[config.mk]
export PLATFORM = sky130hd
export DESIGN_NAME = zbr_divider
export DESIGN_NICKNAME = d
export VERILOG_FILES = /design/src/rtl/zbr_pkg.sv /design/src/rtl/zbr_divider.sv
export SDC_FILE = /design/constraint.sdc
export NUM_CORES = 1
export LEC_CHECK = 0
export BUFFER_PORTS_ARGS = -buffer_cell sky130_fd_sc_hd__buf_4
export CORE_ASPECT_RATIO = 0.7
export CORE_UTILIZATION = 59
export CTS_BUF_LIST = sky130_fd_sc_hd__clkbuf_16
export CTS_CLUSTER_SIZE = 14
export DETAILED_ROUTE_END_ITERATION = 10
export PLACE_DENSITY = 0.79
export RECOVER_POWER = 100
export SKIP_CTS_REPAIR_TIMING = 1
export SLEW_MARGIN = 0
export SYNTH_ARGS = -nofsm -noshare
export SYNTH_HDL_FRONTEND = slang
export SYNTH_SLANG_ARGS = --single-unit
[constraint.sdc]
create_clock -name clk -period 5.1 [get_ports clk]
set_clock_uncertainty 0.1 [all_clocks]
set_input_delay 1.02 -clock clk [delete_from_list [all_inputs] [get_ports clk]]
set_output_delay 1.02 -clock clk [all_outputs]
set_load 0.01 [all_outputs]
[src/rtl/zbr_pkg.sv]
`default_nettype none
package zbr_pkg;

  localparam int ScreenWidth  = 256;
  localparam int ScreenHeight = 256;
  localparam int XW = $clog2(ScreenWidth);
  localparam int YW = $clog2(ScreenHeight);
  localparam int AW = XW + YW;
  localparam int PixTotal = ScreenWidth * ScreenHeight;

  localparam logic signed [15:0] DepthMin = 16'sh8000;
  localparam logic signed [15:0] DepthMax = 16'sh7fff;
  localparam logic [16:0] CountMax = 17'h1ffff;

  localparam logic OpDraw = 1'b0;
  localparam logic OpRead = 1'b1;

  // Width of the edge and area terms: 13-bit differences, product plus one.
  localparam int EW = 27;
  // Width of the depth numerator: edge term times 17-bit difference, sum of two.
  localparam int NW = 45;
  // Divider quotient width; the quotient never exceeds the numerator in size.
  localparam int QW = NW;

  typedef enum logic [3:0] {
    ST_CLEAR, ST_IDLE, ST_SETUP, ST_MUL, ST_ADD, ST_DIV, ST_SAT,
    ST_RMW, ST_NEXT, ST_RDWAIT, ST_OUT
  } state_t;

endpackage
`default_nettype wire

[src/rtl/zbr_divider.sv]
`default_nettype none
module zbr_divider
  import zbr_pkg::*;
(
  input  wire logic                 clk,
  input  wire logic                 rst_n,
  input  wire logic                 start,
  input  wire logic signed [NW-1:0] num,
  input  wire logic        [EW-1:0] den,
  output logic                      done,
  output logic signed [NW-1:0]      quot
);

  // Restoring division on magnitudes, one quotient bit a cycle.
  localparam int CW = $clog2(QW + 1);

  logic [NW-1:0]  rem_r, rem_nxt;
  logic [NW-1:0]  q_r, q_nxt;
  logic [EW-1:0]  den_r;
  logic           neg_r;
  logic [CW-1:0]  cnt_r, cnt_nxt;
  logic           busy_r, busy_nxt;
  logic [NW-1:0]  num_mag;
  logic [NW:0]    trial;
  logic [NW:0]    shifted;

  assign num_mag = num[NW-1] ? NW'(-num) : NW'(num);

  always_comb begin
    rem_nxt  = rem_r;
    q_nxt    = q_r;
    cnt_nxt  = cnt_r;
    busy_nxt = busy_r;
    shifted  = {rem_r, q_r[NW-1]};
    trial    = shifted - {{(NW+1-EW){1'b0}}, den_r};
    if (start) begin
      rem_nxt  = '0;
      q_nxt    = num_mag;
      cnt_nxt  = CW'(QW);
      busy_nxt = 1'b1;
    end else if (busy_r) begin
      if (!trial[NW]) begin
        rem_nxt = trial[NW-1:0];
        q_nxt   = {q_r[NW-2:0], 1'b1};
      end else begin
        rem_nxt = shifted[NW-1:0];
        q_nxt   = {q_r[NW-2:0], 1'b0};
      end
      cnt_nxt = cnt_r - 1'b1;
      if (cnt_r == CW'(1)) busy_nxt = 1'b0;
    end
  end

  always_ff @(posedge clk) begin
    if (!rst_n) begin
      busy_r <= 1'b0;
      cnt_r  <= '0;
      done   <= 1'b0;
    end else begin
      busy_r <= busy_nxt;
      cnt_r  <= cnt_nxt;
      done   <= busy_r && (cnt_r == CW'(1));
    end
    rem_r <= rem_nxt;
    q_r   <= q_nxt;
    if (start) begin
      den_r <= den;
      neg_r <= num[NW-1];
    end
  end

  assign quot = neg_r ? -$signed(q_r) : $signed(q_r);

endmodule
`default_nettype wire

Word level (Yosys, flattened, before mapping)

Index checks and enable logic that the tools add are counted.

Register bits: 126
Memories kept: 0
Bits in writable memories: 0
Word-level logic and storage cells: 28
Bits in latches: 0
ROM bits: 0

Shifts and indexed selects: 0
$mul: 0
Equality and inequality tests: 1
Bitwise gates (word level): 1
$add $sub $neg: 4
Divide/modulo/power cells: 0
Multiplexer cells: 11
Magnitude comparators: 0
Reductions and logical operators: 3

Operators with widths:

| operator                                             | count |
|---|---|
| 2-to-1 mux 45 bit                                    | 5 |
| negator 45 bit                                       | 2 |
| subtractor 46 x 27 -> 46 bit                         | 1 |
| 2-to-1 mux 6 bit                                     | 2 |
| equality test 6 x 1 -> 1 bit (second input constant) | 1 |
| subtractor 6 x 1 -> 6 bit (second input constant)    | 1 |
| 2-to-1 mux 1 bit                                     | 4 |
| nonzero test 2 bit                                   | 1 |
| OR reduction 2 bit                                   | 1 |
| logical AND 1 bit                                    | 1 |
| NOT 1 bit                                            | 1 |

Depth between registers and ports, before layout

Gate-level depths: netlist of run 1.

Depth in word-level cells: 4
Depth in mapped cells: 14

Worst setup path before layout of run 1

No wires, ideal clock.

Path type: register to output
Start: register q_r[17]
End: output quot[34]
Path buffers: 1
Stages on the path, launching flop included: 11
Slack: 0.306 ns
Arrival time: 3.674 ns
Cells stage by stage: edfxtp_1 or4_4 or4_1 or2_1 or3_1 or3_1 or4_4 or4_1 buf_2 o41ai_2 xnor2_1

Longest elaborated chain between the ends: 2

Ends and longest elaborated chain:

| element                | RTL line          | RTL |
|---|---|---|
| start, declared        | zbr_divider.sv:18 | `logic [NW-1:0] q_r, q_nxt;` |
| start signal, assigned | zbr_divider.sv:65 | `q_r <= q_nxt;` |
| negator 45 bit         | zbr_divider.sv:72 | `assign quot = neg_r ? -$signed(q_r) : $signed(q_r);` |
| 2-to-1 mux 45 bit      | zbr_divider.sv:72 |  |
| end, declared          | zbr_divider.sv:11 | `output logic signed [NW-1:0] quot` |

Every way passes these cells.

Final worst setup path of run 1

Start: register q_r[16]
End: output quot[34]

Same word-level chain as after synthesis.

==> metrics.yaml, run 1 <==
pre_cts_ws_ns: -0.0298
area_growth_syn_to_layout_pct: 19.6
placementRows: 36
route.final.wire_length_microns: 20900
hold_violations: 0
tightest_slew_ns: 3.33
run_status: "complete, but fails checks"
finalCritPeriodShare: 1.07
initial_utilization: 0.607
antennaDiodeCount: 0
period_minus_slack_ns: 5.47
avgRoutedWirePerCell_microns: 16.3
crit_path_end_kind: "output port"
dpl_wire_length_microns: 14700
die_h_microns: 102
cts.sink_count: 126
violated_checks: "max-capacitance violations, max-slew violations, negative setup slack"
pwr-share-comb: 0.331
final_core_util: 0.726
finalWorstSetupSlack_ns: -0.366
post_synth_inst_count: 968
clock_power_share: 0.302
grt_antenna_before_repair: 0
dr.pass1.iters: 5
maxSlewHeadroom: -1.22
grt_first_pass_wirelength_microns: 33400
grt_setup_unrepaired: "yes"
synth_top_area_cell: "edfxtp_1"
clock_tree_from_tritoncts: "built"
dominantRegCellSynth: "edfxtp_1"
fin_nets: 1185
stdcell_area_sq_um: 10100
placed_cell_area_sq_um: 9570
timing_max_transition_violations_final: 125
syn_nets: 1075
core_sq_um: 14000
placed_cells: 1247
layout.cells.non_filler: 1280
yosysSeqAreaShare: 0.384
internal_power_w: 0.00242
drt_iter0_markers: 654
netlist_top_cells_area: "edfxtp_1 26%, dfxtp_1 13%, xnor2_1 7.9%, xor2_1 5.2%, ha_1 4.6%"
synth.ff_latch_count: 126
grt_max_degree: 79
first_global_vias: 6819
floorplan.die_area_sq_um: 14900
timing_worst_setup_path_type: "reg2out"
cts_buffer_depth: 2
hold_path_class: "reg2reg"
peak_fanout_along_the_critical_path: 4
worstSetupStartpointType: "flip-flop"
worst_skew_pair.late_latency_ns: 0.42
gp_congestion: 0.898
synthDominantCellAreaShare: 0.259
synth_enable_flop_cells: 73
htree_num_levels: 4
clockRootBuffer: "clkbuf_16"
path_clk_slew_ns: 0.06
worst_ep_required_time_ns: 3.98
io_pins: 121
netSwitchingFraction: 0.343
io_buffer_count: 120
crit_arrival_ns: 4.35
drt.antenna.violating_nets: 0
yosysUniqueCellTypes: 57
grtUsageTotal: 0.280
ys_async_sr_fraction: 0
route.detailed.drc: 0
sequentialPowerShare: 0.367
total_switching_power_w: 0.00126
die_w_microns: 145
cellPowerDensity_nw_per_um2: 364
route.vias.total: 7601
fmax_ghz: 0.183
maxcap_violations: 2
grt.overflow.total: 0
yosysWarningCount: 0
post-layout-total-power_w: 0.00368
share_of_layout_cells_above_drive_strength_1: 0.172
average_footprint_of_a_synthesized_cell_sq_um: 8.75
number_of_buffers_created_by_cts: 17
setup_viol_count_final: 14
post_synth_instance_area_sq_um: 8470
post_dr_vias_cell: 5.94
ir_worst_vdd_mv: 0.259
leak_nw: 4.09
cell type report:
cell class	instances	area (sq um)
inverters	45	169
clock buffers	17	425
clock inverters	14	105
repair buffers	138	1010
flip-flops and latches	126	3250
multi-input cells	750	4940
fillers	1085	3830
well taps	190	238
synth_stat cells, types with 3 or more instances:
cell and instances:
nor2_1 96, nand2_1 102, or2_2 3, a21o_1 16
a22oi_1 3, xnor2_1 76, ha_1 31, nand3_1 14
and2_1 3, dfxtp_1 53, and3_1 4, o22ai_1 4
a211oi_1 17, nor3_1 24, nor4b_1 4, edfxtp_1 73
a21oi_1 74, or4_1 11, inv_1 45, clkbuf_1 39
o211ai_1 3, xor2_1 50, mux2_2 6, a2111oi_0 3
buf_1 5, o21ai_0 56, o31ai_2 4, a311oi_1 13
nor3b_1 3, mux2i_1 10, o31ai_1 21, nor2b_1 8
o41ai_1 10, o21a_1 12, or3_1 19, nand2b_1 10
nor4_1 11
placed cells by master (no fill, tap or decap), types with 20 or more instances in the layout:
cell      instances
nor3_1           24
a21oi_1          74
buf_4           100
nand2_1         102
edfxtp_1         73
dfxtp_1          53
nor2_1           96
xor2_1           49
xnor2_1          75
o31ai_1          20
inv_1            45
ha_1             31
o21ai_0          51
clkbuf_4         26
routing by layer:
metal  GRT usage  vias up  wire [microns]
met2       0.418      325            9060
li1            -     3712               -
met4      0.0858        0             317
met3      0.0473       31            1510
met5           0        -               0
met1       0.415     3533            9980
power by group through the flow:
stage | Combinational, W | Clock (W) | Sequential [W]
after floorplan | 0.000860 | 0 | 0.00132
after global placement | 0.00118 | 0 | 0.00136
after detailed placement | 0.00120 | 0 | 0.00136
after CTS | 0.00121 | 0.00112 | 0.00134
after global routing | 0.00136 | 0.00116 | 0.00137
final | 0.00122 | 0.00111 | 0.00135
worst paths after layout:
path,from,to,slack [ns],depth (start not counted)
worst max register to register,q_r[44],rem_r[34],0.90,12
worst min-delay path,rem_r[1],rem_r[1],0.38,2
worst max-delay path,q_r[16],quot[34],-0.37,11
worst min register to register,rem_r[1],rem_r[1],0.38,2
through the flow:
stage	hold WS, ns	TNS (ns)
floorplan	0.353	0
global placement	0.372	0
detailed placement	0.376	-0.0312
CTS	0.384	-5.54
global route	0.408	-5.24
finish	0.378	-3.64
registers in the layout, summed over array words and instances, names as in the netlist:
register  cells
neg_r         1
den_r        27
busy_r        1
cnt_r         6
rem_r        45
done          1
q_r          45
worst max-delay path, cell delays in order, from the launching register on:
cell	delay, ns
edfxtp_1	0.40
or4_4	0.57
or4_4	0.44
or2_4	0.25
or3_4	0.34
or3_4	0.38
or4_4	0.44
or4_4	0.46
buf_6	0.16
o41ai_4	0.21
xnor2_1	0.15
buf_4	0.14
logic make-up after synthesis:
| group | after synthesis | synth area share |
|---|---|---|
| flops | 126 | 0.384 |
| xor+xnor | 126 | 0.130 |
| compound gates | 255 | 0.198 |
| buf+inv | 92 | 0.0415 |
| fa+ha+maj | 32 | 0.0481 |
| mux | 16 | 0.0198 |
| simple gates | 321 | 0.178 |
Power figures use the tool's default switching activity.
==> run 2, diff against run 1 <==
CORE_UTILIZATION = 58   (was 59)
PLACE_DENSITY = 0.78   (was 0.79)
clock period = 5.5 ns   (was 5.1 ns; I/O delays follow)
==> run 2 against run 1 <==
  * The run still ends with max-capacitance violations, max-slew violations, negative setup slack left
  * Count of clock-buffer cells in the layout is the same
  * Final cell count shrank 0.31%
  * Non-clock buffer count shrank 5
  * First-iteration DRC count grew 9.5%
  * Register-to-register slack lost 0.29 ns
  * Clock power is essentially flat
  * Worst setup slack gained 0.19 ns
  * Cell area shrank 0.12%
  * Power shrank 4.9%
  * Wire length grew 1.7%
  * Critical path type unchanged
  * Largest power group unchanged
  * Highest routed layer unchanged
==> metrics.yaml, run 2 (same netlist as run 1, synthesis figures left out) <==
run_status: "complete, but fails checks"
violated_checks: "max-capacitance violations, max-slew violations, negative setup slack"
maxSlewHeadroom: -0.911
dpl_wire_length_microns: 14800
netSwitchingFraction: 0.337
hold_violations: 0
number_of_buffers_created_by_cts: 17
buffering_stage_count_on_the_worst_path_with_inverters_included: 1
grt_first_pass_wirelength_microns: 33800
finalWorstSetupSlack_ns: -0.172
route.final.wire_length_microns: 21200
worstSetupStartpointType: "flip-flop"
gp_congestion: 0.900
internal_power_w: 0.00232
setup_viol_count_final: 12
tightest_slew_ns: 2.87
hold_path_class: "reg2reg"
route.detailed.drc: 0
sequentialPowerShare: 0.358
cellPowerDensity_nw_per_um2: 346
timing.critical_path.cells: "or4_4 > or4_4 > or2_4 > or3_4 > or3_4 > or4_4 > or4_4 > o21ai_1 > xnor2_1 > buf_4"
antennaDiodeCount: 0
stdcell_area_sq_um: 10100
placementRows: 36
crit_arrival_ns: 4.47
grt_setup_unrepaired: "yes"
layout_commonest_cell: "nand2_1"
worst_path_dominant_cell_family: "simple AND/OR/NAND/NOR gates"
largest_registers: "q_r x45, rem_r x45, den_r x27"
core_sq_um: 14100
share_of_layout_cells_above_drive_strength_1: 0.157
grt_antenna_before_repair: 0
fin_nets: 1180
drt_iter0_markers: 716
fmax_ghz: 0.176
worst_ep_required_time_ns: 4.30
cp_slowest_stage_delay_ns: 0.67
placed_cell_area_sq_um: 9500
timing_max_transition_violations_final: 239
io_buffer_count: 120
clock_tree_from_tritoncts: "built"
finalCritPeriodShare: 1.03
post_dr_vias_cell: 5.96
maxcap_violations: 5
post-layout-total-power_w: 0.00350
pwr-share-comb: 0.322
area_growth_syn_to_layout_pct: 19.4
layout_common_cells: "101 x nand2_1, 96 x nor2_1, 81 x buf_4"
cp_common_cell: "or4_4"
first_global_vias: 6800
initial_utilization: 0.601
layout.cells.non_filler: 1276
path_clk_slew_ns: 0.06
route.vias.total: 7607
grt.overflow.total: 0
setup_tns_ns: -1.46
grt_max_degree: 73
floorplan.die_area_sq_um: 15100
placed_cells: 1238
cts.sink_count: 126
avgRoutedWirePerCell_microns: 16.6
crit_path_end_kind: "output port"
peak_fanout_along_the_critical_path: 6
die_h_microns: 103
drt.antenna.violating_nets: 0
die_w_microns: 146
critical_path.slowest_cell: "or4_4"
timing_worst_setup_path_type: "reg2out"
cts_buffer_depth: 2
worst_skew_pair.late_latency_ns: 0.42
htree_num_levels: 4
period_minus_slack_ns: 5.67
grtUsageTotal: 0.281
dr.pass1.iters: 5
clock_power_share: 0.320
ir_worst_vdd_mv: 0.198
clockRootBuffer: "clkbuf_16"
leak_nw: 4.04
total_switching_power_w: 0.00118
io_pins: 121
[run 2: changes by cell type in the layout (fill, tap and decap cells not counted), sizes merged]
cell / previous run / this run
clkbuf: 53 / 69
clkinvlp: 5 / 2
clkinv: 7 / 9
buf: 102 / 81
bufinv: 1 / 3
[run 2: metrics by stage]
| stage | utilization | setup WS (ns) | hold slack [ns] |
|---|---|---|---|
| after floorplan | - | 0.626 | 0.353 |
| after global placement | 0.674 | 0.252 | 0.370 |
| after detailed placement | 0.674 | 0.181 | 0.375 |
| after CTS | 0.715 | -0.292 | 0.387 |
| after global routing | 0.718 | -0.267 | 0.415 |
| final | 0.718 | -0.172 | 0.381 |
[run 2: worst paths after layout]
check	slack (ns)	endpoint	cells after the start	from
worst max register to register	0.61	q_r[39]	4	busy_r
worst min-delay path	0.38	rem_r[4]	2	rem_r[4]
worst max-delay path	-0.17	quot[43]	10	q_r[17]
worst min register to register	0.38	rem_r[4]	2	rem_r[4]
[run 2: metal layers]
layer / up-vias / global-route usage / share of wire
li1: 3721 / - / -
met2: 318 / 0.421 / 0.44
met3: 30 / 0.0416 / 0.077
met5: - / 0 / 0
met1: 3538 / 0.414 / 0.47
met4: 0 / 0.102 / 0.012
[run 2: power groups by stage]
stage,clock network [W],registers (W),logic (W)
after floorplan,0,0.00123,0.000797
after detailed placement,0,0.00126,0.00112
after CTS,0.00113,0.00125,0.00113
after global routing,0.00117,0.00127,0.00125
after global placement,0,0.00126,0.00109
final,0.00112,0.00125,0.00113
[run 2: worst min-delay path, delay by kind of cell, from the launching register on]
kind | cells | cell delay (ns)
and+or+nand+nor | 1 | 0.05
DFF | 1 | 0.32
AOI/OAI and AO/OA | 1 | 0.06
[run 2: layout make-up]
type	count	area (sq um)
Clock buffer	17	425
Clock inverter	15	154
Fill cell	1111	3980
Inverter	45	169
Multi-Input combinational cell	750	4970
Sequential cell	126	3250
Tap cell	190	238
Timing Repair Buffer	133	907
==> run 3, diff against run 2 <==
ABC_AREA = 1   (was unset)
HOLD_SLACK_MARGIN = 0.06   (was unset)
PLACE_DENSITY = 0.76   (was 0.78)
==> run 3 against run 2 <==
  * Sequential share of layout area fell by 5.3 points
  * Utilization fell by 4.6 points
  * The run ends with max-capacitance violations, max-slew violations left
  * Largest power group is now combinational logic
  * First-iteration DRC count rose by 91%
  * Cell area rose by 20%
  * Global-route usage rose by 7.3 points
  * Maximum frequency rose by 24%
==> metrics.yaml, run 3 <==
htree_num_levels: 4
total_switching_power_w: 0.00221
period_minus_slack_ns: 4.58
avgRoutedWirePerCell_microns: 16.1
peak_fanout_along_the_critical_path: 35
floorplan.die_area_sq_um: 19100
placed_cells: 2037
largest_registers: "q_r x45, rem_r x45, den_r x27"
crit_path_end_kind: "output port"
timing.hold.worst.start: "rem_r[34]"
post_dr_vias_cell: 5.42
hold_path_depth: 2
cp_slowest_stage_delay_ns: 1.06
maxcap_violations: 5
post_synth_inst_count: 1713
multi_input_gate_area_sq_um: 6130
layout.cells.non_filler: 2069
core_sq_um: 18100
holdPathEnd: "rem_r[34]"
critical_path.slowest_cell: "clkbuf_1"
cellPowerDensity_nw_per_um2: 394
timing.critical_path.cells: "clkbuf_1 > inv_1 > a21oi_1 > a21oi_1 > xnor2_1 > buf_4"
worstSetupStartpointType: "flip-flop"
average_footprint_of_a_synthesized_cell_sq_um: 6.27
clock_tree_from_tritoncts: "built"
dominantRegCellSynth: "edfxtp_1"
buffering_stage_count_on_the_worst_path_with_inverters_included: 3
setup_tns_ns: 0
timing_max_transition_violations_final: 213
yosysSeqAreaShare: 0.303
placementRows: 41
critical_path.reg2reg.endpoint: "rem_r[5]"
io_pins: 121
grt.overflow.total: 0
worstRegToRegCells: 15
area_growth_syn_to_layout_pct: 12.9
hold_path_class: "reg2reg"
netSwitchingFraction: 0.462
synth.ff_latch_count: 126
grt_setup_unrepaired: "no"
finalWorstSetupSlack_ns: 0.919
grt_max_degree: 72
initial_utilization: 0.595
netlist_top_cells_area: "edfxtp_1 20%, nand2_1 20%, inv_1 9.9%, dfxtp_1 9.9%, nor2_1 6.7%"
maxSlewHeadroom: -0.147
area.sequential_sq_um: 3250
hold_violations: 0
ys_async_sr_fraction: 0
leak_nw: 5.97
cts.sink_count: 126
clockRootBuffer: "clkbuf_16"
worst_skew_pair.late_latency_ns: 0.43
run_status: "complete, but fails checks"
die_w_microns: 165
post_synth_instance_area_sq_um: 10700
finalCritPeriodShare: 0.833
tightest_slew_ns: 1.72
ir_worst_vdd_mv: 0.257
layout.filler_cells: 1743
crit_arrival_ns: 3.38
route.vias.total: 11210
first_global_vias: 9350
share_of_layout_cells_above_drive_strength_1: 0.0807
synthDominantCellAreaShare: 0.204
pwr-share-comb: 0.490
cts_buffer_depth: 2
setup_viol_count_final: 0
fin_nets: 1927
worst_r2r_startpoint: "den_r[3]"
grt_antenna_before_repair: 0
antennaDiodeCount: 0
cp_common_cell: "a21oi_1"
pre_cts_ws_ns: 1.98
synth_enable_flop_cells: 73
synth.most_common_cell: "nand2_1"
dr.pass1.iters: 6
violated_checks: "max-capacitance violations, max-slew violations"
die_h_microns: 116
route.final.wire_length_microns: 33300
drt_iter0_markers: 1370
yosysWarningCount: 0
io_buffer_count: 120
number_of_buffers_created_by_cts: 17
route.detailed.drc: 0
worst_path_dominant_cell_family: "buffers and inverters"
dpl_wire_length_microns: 26400
layout_common_cells: "571 x nand2_1, 283 x inv_1, 192 x nor2_1"
grtUsageTotal: 0.354
final.hold.worst_slack_ns: 0.371
clock_power_share: 0.232
synth_top_area_cell: "edfxtp_1"
r2r_slack_ns: 1.44
synth_common_cells: "565 x nand2_1, 283 x inv_1, 191 x nor2_1"
yosysUniqueCellTypes: 45
sequentialPowerShare: 0.279
grt_first_pass_wirelength_microns: 50800
gp_congestion: 0.990
internal_power_w: 0.00257
path_clk_slew_ns: 0.06
fmax_ghz: 0.218
drt.antenna.violating_nets: 0
layout_commonest_cell: "nand2_1"
worst_ep_required_time_ns: 4.30
timing_worst_setup_path_type: "reg2out"
syn_nets: 1820
[run 3: cell types whose count changed in the layout (fill, tap and decap cells not counted), sizes merged, moves of 25 or more]
cell | before | now
nand3 | 14 | 134
a21oi | 74 | 37
nor2 | 96 | 200
buf | 81 | 56
inv | 46 | 295
o21ai | 56 | 93
xnor2 | 76 | 38
nand2 | 102 | 583
[run 3: worst min-delay path, stage by stage, from the launching register on]
cell     delay (ns)
dfxtp_1        0.32
nand2_1        0.06
nand2_1        0.04
[run 3: final cells by class]
| type | instances | share of cell area |
|---|---|---|
| tap | 236 | 0.0243 |
| inverter | 289 | 0.0894 |
| multi-input combinational | 1260 | 0.506 |
| sequential | 126 | 0.268 |
| clock buffer | 18 | 0.0371 |
| clock inverter | 14 | 0.0103 |
| timing repair buffer | 126 | 0.0650 |
[run 3: cell families after synthesis]
family | share of synthesized area
and+or+nand+nor | 0.388
xor gates and xnor gates | 0.0791
DFF | 0.303
AOI/OAI and AO/OA | 0.0717
adders and majority gates | 0.0380
buffers and inverters | 0.120
[run 3: how the worst max path moves through the flow]
stage           start  endpoint  slack [ns]  cells past startpoint
6_report        neg_r  quot[40]        0.92                      6
5_1_grt         neg_r  quot[42]        0.65                      8
4_1_cts        q_r[0]  quot[34]        1.57                     13
3_5_place_dp    start    q_r[4]        1.98                      5
3_3_place_gp    start   q_r[12]        2.01                      5
2_1_floorplan   start    q_r[0]        1.90                      4
[run 3: per-layer routing]
layer | wire length [microns] | part of all wire | track usage | vias up
met5 | 0 | 0 | 0 | -
met2 | 11800 | 0.36 | 0.431 | 534
met1 | 17000 | 0.51 | 0.594 | 5085
li1 | - | - | - | 5571
met3 | 4200 | 0.13 | 0.100 | 20
met4 | 242 | 0.0073 | 0.0563 | 0
[run 3: power by group through the flow]
stage | registers (W) | logic (W) | clock network, W
finish | 0.00133 | 0.00234 | 0.00111
global placement | 0.00134 | 0.00229 | 0
detailed placement | 0.00134 | 0.00232 | 0
CTS | 0.00132 | 0.00233 | 0.00111
global route | 0.00135 | 0.00262 | 0.00115
floorplan | 0.00128 | 0.00177 | 0
[run 3: stage by stage]
step | util | total power, W | cell area [sq um]
after global routing | 0.672 | 0.00512 | 12100
after floorplan | - | 0.00305 | 10700
after detailed placement | 0.652 | 0.00366 | 11800
after CTS | 0.684 | 0.00477 | 12400
final | 0.672 | 0.00478 | 12100
after global placement | 0.652 | 0.00363 | 11800
